**config.mk**
```make
export PLATFORM = sky130hd
export DESIGN_NAME = presence_pin_debouncer
export DESIGN_NICKNAME = d
export VERILOG_FILES = /design/src/hw/rtl/ppd_pkg.sv /design/src/hw/rtl/presence_pin_debouncer.sv
export SDC_FILE = /design/constraint.sdc
export NUM_CORES = 1
export LEC_CHECK = 0
export BUFFER_PORTS_ARGS = -buffer_cell sky130_fd_sc_hd__clkbuf_2
export CAP_MARGIN = 30
export CORE_MARGIN = 2
export CORE_UTILIZATION = 45
export DETAILED_ROUTE_END_ITERATION = 7
export GPL_ROUTABILITY_DRIVEN = 0
export GPL_TIMING_DRIVEN = 0
export PLACE_DENSITY = 0.72
export RECOVER_POWER = 100
export SLEW_MARGIN = 30
export SYNTH_ARGS = -nofsm -noshare
export SYNTH_HDL_FRONTEND = slang
export SYNTH_SLANG_ARGS = --single-unit
```
**constraint.sdc**
```tcl
create_clock -name clk -period 12 [get_ports clk]
set_input_delay 0.6 -clock clk [delete_from_list [all_inputs] [get_ports clk]]
set_output_delay 0.6 -clock clk [all_outputs]
set_load 0.05 [all_outputs]
```
**src/hw/rtl/ppd_pkg.sv**
```systemverilog
// ppd_pkg: shared widths, reset values and codes for the presence pin debouncer
// no dependencies
`timescale 1ns / 1ps

package ppd_pkg;

  localparam int unsigned TickW = 16;
  localparam int unsigned StatusW = 2;
  localparam int unsigned CfgIndexW = 2;
  localparam int unsigned CfgDataW = 16;

  localparam logic [TickW-1:0] TickMax = {TickW{1'b1}};

  // register reset values
  localparam logic [TickW-1:0] HoldoffReset = TickW'(70);
  localparam logic [TickW-1:0] InDelayReset = TickW'(100);
  localparam logic [TickW-1:0] OutDelayReset = TickW'(200);
  localparam logic InLevelReset = 1'b1;

  // register indexes
  typedef enum logic [CfgIndexW-1:0] {
    CFG_HOLDOFF   = 2'd0,
    CFG_IN_DELAY  = 2'd1,
    CFG_OUT_DELAY = 2'd2,
    CFG_IN_LEVEL  = 2'd3
  } cfg_index_t;

  // box status codes
  localparam logic [StatusW-1:0] StatusUnknown = 2'd0;
  localparam logic [StatusW-1:0] StatusIn = 2'd1;
  localparam logic [StatusW-1:0] StatusOut = 2'd2;

endpackage

```
**src/hw/rtl/presence_pin_debouncer.sv**
```systemverilog
// presence_pin_debouncer: result valid in the cycle after item accept;
// throughput one item per cycle, set by the single output register
// (input stalls only while that register holds an untaken result).
// synchronous active-low reset restores register defaults, clears the timer,
// sets status to unknown and arms the first-tick change.
// depends on ppd_pkg
`timescale 1ns / 1ps

module presence_pin_debouncer (
  input  logic                          clk,
  input  logic                          rst_n,
  input  logic                          in_valid,
  output logic                          in_stall,
  input  logic                          in_pin_level,
  input  logic                          in_check_request,
  output logic                          out_valid,
  input  logic                          out_stall,
  output logic                          out_report_valid,
  output logic [ppd_pkg::StatusW-1:0]   out_box_status,
  output logic                          out_change_accepted,
  input  logic                          cfg_we,
  input  logic [ppd_pkg::CfgIndexW-1:0] cfg_index,
  input  logic [ppd_pkg::CfgDataW-1:0]  cfg_wdata
);

  // configuration
  logic [ppd_pkg::TickW-1:0] holdoff_r;
  logic [ppd_pkg::TickW-1:0] in_delay_r;
  logic [ppd_pkg::TickW-1:0] out_delay_r;
  logic                      in_level_r;

  // debounce state
  logic                        prev_level_r, prev_level_nxt;
  logic                        first_tick_r, first_tick_nxt;
  logic [ppd_pkg::TickW-1:0]   since_r, since_nxt;
  logic [ppd_pkg::TickW-1:0]   settle_r, settle_nxt;
  logic                        running_r, running_nxt;
  logic [ppd_pkg::StatusW-1:0] status_r, status_nxt;

  // result register
  logic                        out_valid_r;
  logic                        report_r, report_nxt;
  logic                        accepted_r;

  logic                      accept;
  logic                      is_in;
  logic [ppd_pkg::TickW-1:0] elapsed;
  logic                      changed;
  logic                      accepted;
  logic [ppd_pkg::TickW-1:0] settle_dec;
  logic [ppd_pkg::TickW-1:0] delay;

  assign in_stall = out_valid_r & out_stall;
  assign accept   = in_valid & ~in_stall;

  assign is_in    = (in_pin_level == in_level_r);
  assign elapsed  = (since_r == ppd_pkg::TickMax) ? ppd_pkg::TickMax
                                                  : since_r + ppd_pkg::TickW'(1);
  assign changed  = first_tick_r | (in_pin_level != prev_level_r);
  assign accepted = changed & (first_tick_r | (elapsed >= holdoff_r));
  assign delay    = is_in ? in_delay_r : out_delay_r;

  always_comb begin
    prev_level_nxt = in_pin_level;
    first_tick_nxt = 1'b0;
    since_nxt      = accepted ? '0 : elapsed;
    settle_nxt     = settle_r;
    running_nxt    = running_r;
    status_nxt     = status_r;
    report_nxt     = 1'b0;
    settle_dec     = (settle_r != '0) ? settle_r - ppd_pkg::TickW'(1) : settle_r;
    if (running_r) begin
      settle_nxt = settle_dec;
      if (settle_dec == '0) begin
        running_nxt = 1'b0;
        status_nxt  = is_in ? ppd_pkg::StatusIn : ppd_pkg::StatusOut;
        report_nxt  = 1'b1;
      end
    end
    // restart after expiry so a same-tick expiry is still reported
    if (accepted | in_check_request) begin
      settle_nxt  = (delay == '0) ? ppd_pkg::TickW'(1) : delay;
      running_nxt = 1'b1;
    end
  end

  always_ff @(posedge clk) begin
    if (!rst_n) begin
      holdoff_r   <= ppd_pkg::HoldoffReset;
      in_delay_r  <= ppd_pkg::InDelayReset;
      out_delay_r <= ppd_pkg::OutDelayReset;
      in_level_r  <= ppd_pkg::InLevelReset;
    end else if (cfg_we) begin
      case (ppd_pkg::cfg_index_t'(cfg_index))
        ppd_pkg::CFG_HOLDOFF:   holdoff_r   <= cfg_wdata[ppd_pkg::TickW-1:0];
        ppd_pkg::CFG_IN_DELAY:  in_delay_r  <= cfg_wdata[ppd_pkg::TickW-1:0];
        ppd_pkg::CFG_OUT_DELAY: out_delay_r <= cfg_wdata[ppd_pkg::TickW-1:0];
        ppd_pkg::CFG_IN_LEVEL:  in_level_r  <= cfg_wdata[0];
        default: ;
      endcase
    end
  end

  always_ff @(posedge clk) begin
    if (!rst_n) begin
      prev_level_r <= 1'b0;
      first_tick_r <= 1'b1;
      since_r      <= ppd_pkg::TickMax;
      settle_r     <= '0;
      running_r    <= 1'b0;
      status_r     <= ppd_pkg::StatusUnknown;
    end else if (accept) begin
      prev_level_r <= prev_level_nxt;
      first_tick_r <= first_tick_nxt;
      since_r      <= since_nxt;
      settle_r     <= settle_nxt;
      running_r    <= running_nxt;
      status_r     <= status_nxt;
    end
  end

  always_ff @(posedge clk) begin
    if (!rst_n) begin
      out_valid_r <= 1'b0;
    end else if (accept) begin
      out_valid_r <= 1'b1;
    end else if (!out_stall) begin
      out_valid_r <= 1'b0;
    end
  end

  // result payload, no reset needed
  always_ff @(posedge clk) begin
    if (accept) begin
      report_r   <= report_nxt;
      accepted_r <= accepted;
    end
  end

  assign out_valid           = out_valid_r;
  assign out_report_valid    = report_r;
  assign out_box_status      = status_r;
  assign out_change_accepted = accepted_r;

endmodule
```
# [Word-level counts from Yosys, hierarchy flattened]
# Cells that the tools add are included.
[word_totals] regBits=89 inputBits=25 out_inout_bits=6 word_cells=55
[classes] add_sub_neg=2 n_lt_le_gt_ge=1 n_eq_ne=7 mux=14 bitwise=7 reduce_logical=11
[op_table] cell="16-bit 2-to-1 mux" count=7
[op_table] cell="16-bit logical NOT" count=2
[op_table] cell="16-bit by 1-bit adder with 16-bit output, second input constant" count=1
[op_table] cell="16-bit equality test, second input constant" count=1
[op_table] cell="16-bit greater-or-equal comparator" count=1
[op_table] cell="16-bit nonzero test" count=1
[op_table] cell="16-bit by 1-bit subtractor with 16-bit output, second input constant" count=1
[op_table] cell="2-bit AND reduction" count=5
[op_table] cell="1-bit 2-to-1 mux" count=6
[op_table] cell="2-bit equality test, second input constant" count=2
[op_table] cell="1-bit bitwise AND" count=3
[op_table] cell="1-bit bitwise OR" count=3
[op_table] cell="3-bit AND reduction" count=1
[op_table] cell="2-bit by 1-bit equality test with 1-bit output, second input constant" count=1
[op_table] cell="2-bit logical NOT" count=1
[op_table] cell="2-bit 2-to-1 mux" count=1
[op_table] cell="2-bit by 1-bit inequality test with 1-bit output, second input constant" count=1
[op_table] cell="2-bit nonzero test" count=1
[op_table] cell="1-bit equality test" count=1
[op_table] cell="1-bit inequality test" count=1
[op_table] cell="1-bit NOT" count=1

# [Logic depth before layout (Yosys ltp)]
# Gate-level depths: netlist of the first run.
[logic_depth] ltp_word=8 ltp_mapped=19 ltp_nobuf=14

# [Worst setup path after synthesis of the first run]
# OpenSTA, ideal clock, no wires.
[synth_path] kind="reg-to-reg" startpoint="register since_r[0] (netlist name)" endpoint="register settle_r[15] (netlist name)" setup_ns=0.117 t_arrival_ns=3.794 required_time_ns=11.883 setup_slack_ns=8.089 stages_incl_launch_ff=19 path_buffers=4 path_cell_list="dfxtp_1 -> ha_1 -> nand3_1 -> or3_1 -> clkbuf_1 -> nor3_2 -> nand2b_1 -> buf_2 -> buf_1 -> nand2_1 -> ha_1 -> nand4_1 -> a211o_1 -> o211ai_1 -> a21oi_1 -> o21ai_1 -> buf_2 -> o21ai_0 -> a32o_1"
[synth_via] elab_chain_cells=8 word_cells_on_any_way=10 cone_classes="add/sub: 1; order compare: 1; eq/ne: 1; mux: 2; bitwise: 3; reduce/logical: 2"
[synth_rtl] element="start: declaration" line_no="presence_pin_debouncer.sv:35" rtl="logic [ppd_pkg::TickW-1:0] since_r, since_nxt;"
[synth_rtl] element="start signal: assignment" line_no="presence_pin_debouncer.sv:108" rtl="since_r <= ppd_pkg::TickMax;"
[synth_rtl] element="start signal: assignment" line_no="presence_pin_debouncer.sv:115" rtl="since_r <= since_nxt;"
[synth_rtl] element="16-bit by 1-bit adder with 16-bit output / 16-bit equality test (equally long branches)" line_no="presence_pin_debouncer.sv:58, presence_pin_debouncer.sv:57"
[synth_rtl] element="16-bit 2-to-1 mux *" line_no="presence_pin_debouncer.sv:57" rtl="assign elapsed = (since_r == ppd_pkg::TickMax) ? ppd_pkg::TickMax"
[synth_rtl] element="16-bit greater-or-equal comparator *" line_no="presence_pin_debouncer.sv:60" rtl="assign accepted = changed & (first_tick_r | (elapsed >= holdoff_r));"
[synth_rtl] element="1-bit bitwise OR *" line_no="presence_pin_debouncer.sv:60"
[synth_rtl] element="1-bit bitwise AND *" line_no="presence_pin_debouncer.sv:60"
[synth_rtl] element="1-bit bitwise OR *" line_no="presence_pin_debouncer.sv:81" rtl="if (accepted | in_check_request) begin"
[synth_rtl] element="2-bit nonzero test (no line)"
[synth_rtl] element="2-bit AND reduction (no line)"
[synth_rtl] element="end signal: assignment" line_no="presence_pin_debouncer.sv:116" rtl="settle_r <= settle_nxt;"
[synth_rtl] element="end: declaration" line_no="presence_pin_debouncer.sv:36" rtl="logic [ppd_pkg::TickW-1:0] settle_r, settle_nxt;"
# Mark *: on every way between the ends. The rest lies on a longest branch, timed or not.
# A chain may end at the register's enable or synchronous reset.

# [Worst setup path in the final report of the first run]
# Same ends and word-level chain as after synthesis.

==> flow_summary.ini, run 1 <==
[outcome]
status = completed

[synth]
synth-seq-area-share_pct = 35.5
synth.distinct_cells = 65
netlist_area_um2 = 5080
synth_area_leader_cell = dfxtp_1
synth.area.top_cells = dfxtp_1 (34%), nand2_1 (10%), a21oi_1 (7.9%)
avgSynthCellArea_um2 = 7.75
syn-num-nets = 700
netlist_top_cells_count = nand2_1 (142), dfxtp_1 (87), a21oi_1 (80), inv_1 (34), nor2_1 (28)
asyncSetResetFlopFracSynth_pct = 0
synthCells = 656
yosys_warnings = 0
ys_ff_latch = 89
ys.flop_type = dfxtp_1
synth_edf_count = 2
synth.most_common_cell = nand2_1
synth_top_area_share_pct = 34.3

[timing]
worstMarginPinSlew_ns = 0.992
maxSlewViolCount = 0
final.period_utilization_pct = 46.2
fin_ws_ns = 6.46
hold_slack_ns = 0.459
hold_viol_final = 0
finalSetupTns_ns = 0
skew_ns = 0.00924
setup_viol = 0
post-route-min-period_ns = 5.54
rsz0062_at_grt = false
fmax_mhz = 180
relSlewSlack_pct = 33.7

[finish]
final_cells = 840
syn2layout_area_growth_pct = 11.7
nets = 739
fillerInstances = 1077
diodes = 0
design_area_um2 = 5680
regArea_um2 = 1800
drive_gt1_share_pct = 10.0
multiInputGateArea_um2 = 2970

[drt]
avgViaCountPerCell = 5.88
firstDrtPassIters = 5
drcViolationCount = 0
drtIter0Drc = 289
vias = 4941
wl_per_cell_um = 16.8
ant_nets = 0
wl_um = 14100

[worst_hold_path]
hold_path.startpoint = in_delay_r[14]$_SDFFE_PN0P_
min_path_cells = 2
whs_endpoint = in_delay_r[14]$_SDFFE_PN0P_
hp-class = reg2reg

[placed_design]
post-place-ws_ns = 7.25
post_dp_cell_area_um2 = 5400
post-dp-hpwl_um = 10500
port_buffers = 28
dp_cells = 824

[global_routing]
grtUsageTotal_pct = 24.3
met1_usage_pct = 33.1
antenna_found_initial = 0
grt_first_pass_wirelength_um = 22900
grt.busiest_layer = met2
grt_overflow = 0
use_met2_pct = 39.6
grt_max_degree = 18
grt_pass1_vias = 4707
use_met3_pct = 2.47

[critical_path]
ff2ff_setup_slack_ns = 6.46
setup.worst_path.class = reg2reg
crit_path_start_kind = flop
r2r-end = settle_r[15]$_SDFFE_PN0P_
crit_required_ns = 12.24
arrival_ns = 5.79
r2r_start = since_r[0]$_SDFFE_PN1P_
cp-end-kind = flop
ff2ff_path_depth = 18
cp_max_fo = 10

[clock_network]
cts.sinks = 89
cts-buffers-inserted = 9
cts_buffer_depth = 2
cts.reportedPaths.clkPinSlew_ns = 0.07
root_buffer = clkbuf_16
cts_max_level = 3
cts_resized = 0
cts_tree = done
clock_latency_ns = 0.35
cts_hold_buf = 0
post-cts-setup-buffers = 0

[die]
die_h_um = 110
io_pins = 31
core_um2 = 10900
placementRows = 38
dieArea_um2 = 12200
start_util_pct = 46.5
die_x_um = 110

[flow_run]
drv_cap = 0

[power_and_ir_drop]
p_leak_nw = 2.25
p_per_area_nw_per_um2 = 147
irDropWorstVdd_v = 0.0000818
-- how the worst max path moves through the flow --
stage / start / end / cells past startpoint
finish: since_r[0]$_SDFFE_PN1P_ / settle_r[15]$_SDFFE_PN0P_ / 18
global route: since_r[0]$_SDFFE_PN1P_ / settle_r[9]$_SDFFE_PN0P_ / 18
CTS: since_r[0]$_SDFFE_PN1P_ / settle_r[10]$_SDFFE_PN0P_ / 17
detailed placement: since_r[0]$_SDFFE_PN1P_ / settle_r[10]$_SDFFE_PN0P_ / 17
global placement: since_r[0]$_SDFFE_PN1P_ / settle_r[3]$_SDFFE_PN0P_ / 17
floorplan: since_r[0]$_SDFFE_PN1P_ / settle_r[15]$_SDFFE_PN0P_ / 18
-- kinds of logic (layout without fill, tap and decap cells) --
family                     Yosys count  after routing  share of synthesized area (%)
adders and majority gates           19             19                           4.68
muxes                               30             30                           6.21
and+or+nand+nor                    268            268                           25.5
xor gates and xnor gates            13             13                           2.39
AOI/OAI and AO/OA                  166            166                           20.1
DFF                                 89             89                           35.5
buffers and inverters               71            115                           5.74
-- through the flow --
step                      power (mW)  utilization [%]
after floorplan                0.487                -
after global placement         0.531             49.3
after detailed placement       0.539             49.3
after CTS                      0.832             52.2
after global routing           0.866             51.9
final                          0.833             51.9
-- worst max-delay path, cell delays in order, from the launching register on --
cell and delay, ns:
dfxtp_1 0.39, ha_1 0.27, nand3_1 0.13, or3_1 0.38
clkbuf_1 0.18, nor3_1 0.46, nand2b_1 0.30, clkbuf_1 0.31
clkbuf_1 0.28, nand2_1 0.12, ha_1 0.16, o21a_1 0.12
o21ai_0 0.07, o21bai_1 0.30, a21oi_1 0.20, o21ai_0 0.74
clkbuf_1 0.51, o21ai_0 0.19, a32o_1 0.31
-- final cells by class --
class,count,area share [%]
multi-input combinational,496,52.4
sequential,89,31.7
clock buffer,9,3.97
tap,140,3.09
buffer,37,2.80
timing repair buffer,28,2.34
inverter,34,2.25
clock inverter,7,1.48
-- power by group --
part	internal, mW	switching, mW
Clock	0.166	0.133
Sequential	0.313	0.0142
Combinational	0.0805	0.127
-- layer usage --
metal / vias to the layer above / part of all wire (%)
li1: 2402 / -
met1: 2361 / 46
met2: 158 / 46
met3: 20 / 5.8
met4: 0 / 1.8
met5: - / 0
-- cell usage in the layout, fill, tap and decap left out, types with 4 or more instances in the layout --
| cell | n |
|---|---|
| nand2_1 | 142 |
| dfxtp_1 | 87 |
| a21oi_1 | 80 |
| clkbuf_1 | 37 |
| inv_1 | 34 |
| nor2_1 | 28 |
| nand3_1 | 24 |
| o21ai_0 | 23 |
| clkbuf_2 | 22 |
| ha_1 | 19 |
| mux2i_1 | 18 |
| or3_1 | 15 |
| xnor2_1 | 11 |
| mux2_2 | 11 |
| nor3_1 | 10 |
| o21a_1 | 9 |
| clkbuf_16 | 9 |
| o211ai_1 | 8 |
| nand4_1 | 7 |
| a31oi_1 | 6 |
| a211oi_1 | 6 |
| nand2b_1 | 5 |
| and3_1 | 5 |
| or4_1 | 5 |
| o22ai_1 | 5 |
| o32ai_1 | 5 |
| buf_2 | 4 |
| nor4_1 | 4 |
-- flip-flops by register name (all words and copies together), names as in the netlist, 2 cells and up --
signal          flops
settle_r           16
out_box_status      2
out_delay_r        16
since_r            16
in_delay_r         16
holdoff_r          16
No activity file was read; power rests on OpenSTA's default activity.
==> run 2, diff against run 1 <==
- PLACE_DENSITY: 0.72 -> 0.74
- clock period: 12 -> 4.4 ns (I/O delays scaled with it)
==> run 2 against run 1 <==
Register-to-register slack lost 6.3 ns. Largest power group unchanged. Flip-flop and latch count is the same. Non-clock buffer count grew 2. Global-route usage shrank 0.44 points. Core utilization grew 0.93 points. Worst hold slack lost 0.36 ns. Power grew to 2.7 times the previous value. Clock skew shrank 0.0011 ns. Largest cell class unchanged. Wire length grew 0.55%. Combinational power grew to 2.9 times the previous value.
==> flow_summary.ini, run 2 (same netlist as run 1, synthesis figures left out) <==
[clock_network]
cts-buffers-inserted = 9
cts_hold_buf = 0
clock_latency_ns = 0.35
cts.sinks = 89
cts_buffer_depth = 2
cts_tree = done
root_buffer = clkbuf_16
cts_max_level = 3
cts.reportedPaths.clkPinSlew_ns = 0.07

[drt]
ant_nets = 0
firstDrtPassIters = 7
wl_um = 14200
drtIter0Drc = 313
drcViolationCount = 0
vias = 4953
wl_per_cell_um = 16.8
avgViaCountPerCell = 5.88

[global_routing]
antenna_found_initial = 0
grt_max_degree = 16
grtUsageTotal_pct = 23.9
grt_first_pass_wirelength_um = 22300
grt_pass1_vias = 4545
grt_overflow = 0

[placed_design]
post-dp-hpwl_um = 10200
dp_cells = 824
port_buffers = 28
post-place-ws_ns = -0.346

[worst_hold_path]
hold_path.startpoint = in_valid
min_path_cells = 2
whs_endpoint = out_valid$_SDFFE_PN0P_
hp-class = in2reg

[critical_path]
arrival_ns = 4.45
ff2ff_path_depth = 17
crit_required_ns = 4.66
r2r-end = settle_r[6]$_SDFFE_PN0P_
ff2ff_setup_slack_ns = 0.21
cp-end-kind = flop
crit_path_start_kind = flop
cp_max_fo = 10
r2r_start = since_r[0]$_SDFFE_PN1P_
setup.worst_path.class = reg2reg

[die]
io_pins = 31
dieArea_um2 = 12200
placementRows = 38
die_h_um = 110
start_util_pct = 46.5
die_x_um = 110
core_um2 = 10900

[timing]
maxSlewViolCount = 0
post-route-min-period_ns = 4.19
hold_slack_ns = 0.0995
worstMarginPinSlew_ns = 0.988
hold_viol_final = 0
fmax_mhz = 238
skew_ns = 0.00809
relSlewSlack_pct = 34.0
final.period_utilization_pct = 95.3
setup_viol = 0
fin_ws_ns = 0.206

[finish]
final_core_util_pct = 52.8
final_common_cell = nand2_1
final_cells = 842
layout_common_cells = nand2_1 (141), dfxtp_1 (87), a21oi_1 (79)
drive_gt1_share_pct = 12.4
diodes = 0
syn2layout_area_growth_pct = 13.7
nets = 741

[outcome]
status = completed

[power_and_ir_drop]
irDropWorstVdd_v = 0.000214
p_leak_nw = 2.28
p_per_area_nw_per_um2 = 394

[flow_run]
drv_cap = 0
[run 2: cell types whose count changed in the layout (fill, tap and decap cells not counted), sizes merged]
cell,before,now
buf,6,12
clkbuf,68,65
inv,38,36
clkinv,1,2
[run 2: how the worst max path moves through the flow]
stage / end / slack (ns) / depth (start not counted) / startpoint
after floorplan: settle_r[15]$_SDFFE_PN0P_ / 0.49 / 18 / since_r[0]$_SDFFE_PN1P_
after global placement: settle_r[3]$_SDFFE_PN0P_ / -0.25 / 17 / since_r[0]$_SDFFE_PN1P_
after detailed placement: settle_r[15]$_SDFFE_PN0P_ / -0.35 / 18 / since_r[0]$_SDFFE_PN1P_
after CTS: settle_r[6]$_SDFFE_PN0P_ / 0.008 / 19 / since_r[0]$_SDFFE_PN1P_
after global routing: since_r[11]$_SDFFE_PN1P_ / -0.02 / 15 / since_r[0]$_SDFFE_PN1P_
final: settle_r[6]$_SDFFE_PN0P_ / 0.21 / 17 / since_r[0]$_SDFFE_PN1P_
[run 2: stage by stage]
step | setup TNS, ns | power, mW | cell area [um^2]
2_1_floorplan | 0 | 1.33 | 5080
3_3_place_gp | -2.86 | 1.45 | 5400
3_5_place_dp | -4.39 | 1.47 | 5400
4_1_cts | 0 | 2.26 | 5740
5_1_grt | -0.0196 | 2.38 | 5780
6_report | 0 | 2.28 | 5780
[run 2: layout make-up]
| cell class | instances | area [um^2] |
|---|---|---|
| plain buffers | 36 | 158 |
| clock buffers | 10 | 239 |
| clock inverters | 6 | 65.1 |
| fillers | 1034 | 5160 |
| inverters | 34 | 128 |
| multi-input cells | 496 | 3060 |
| flip-flops and latches | 89 | 1800 |
| well taps | 140 | 175 |
| repair buffers | 31 | 155 |
[run 2: power breakdown]
part | leakage, nW | switching [mW] | total (mW) | internal (mW)
registers | 0.732 | 0.0383 | 0.892 | 0.854
logic | 1.40 | 0.359 | 0.591 | 0.232
clock network | 0.149 | 0.338 | 0.796 | 0.458
[run 2: per-layer routing]
layer	routed length, um	global-route usage (%)	vias to the layer above
li1	-	-	2396
met1	6450	32.7	2340
met2	6400	37.3	193
met3	1000	4.88	24
met4	310	8.57	0
met5	0	0	-
[run 2: what timing repair did]
action | 4_1_cts | 5_1_grt
pin swaps | 0 | 1
resized for setup | 9 | 9
endpoints found under the hold margin | 0 | 0
setup endpoints to repair | 21 | 27
buffers inserted | 0 | 3
cloned | 0 | 0
[run 2: worst max-delay path, stage by stage, from the launching register on]
cell and delay (ns):
dfxtp_1 0.40, ha_2 0.26, nand3_1 0.12, or3_1 0.38
clkbuf_1 0.21, nor3_4 0.21, nand2b_4 0.12, and2_1 0.20
ha_1 0.27, nand2b_1 0.19, a2111oi_4 0.39, o21bai_2 0.17
a21o_1 0.22, a21oi_1 0.21, buf_4 0.23, buf_4 0.22
a21oi_1 0.08, o32ai_1 0.21
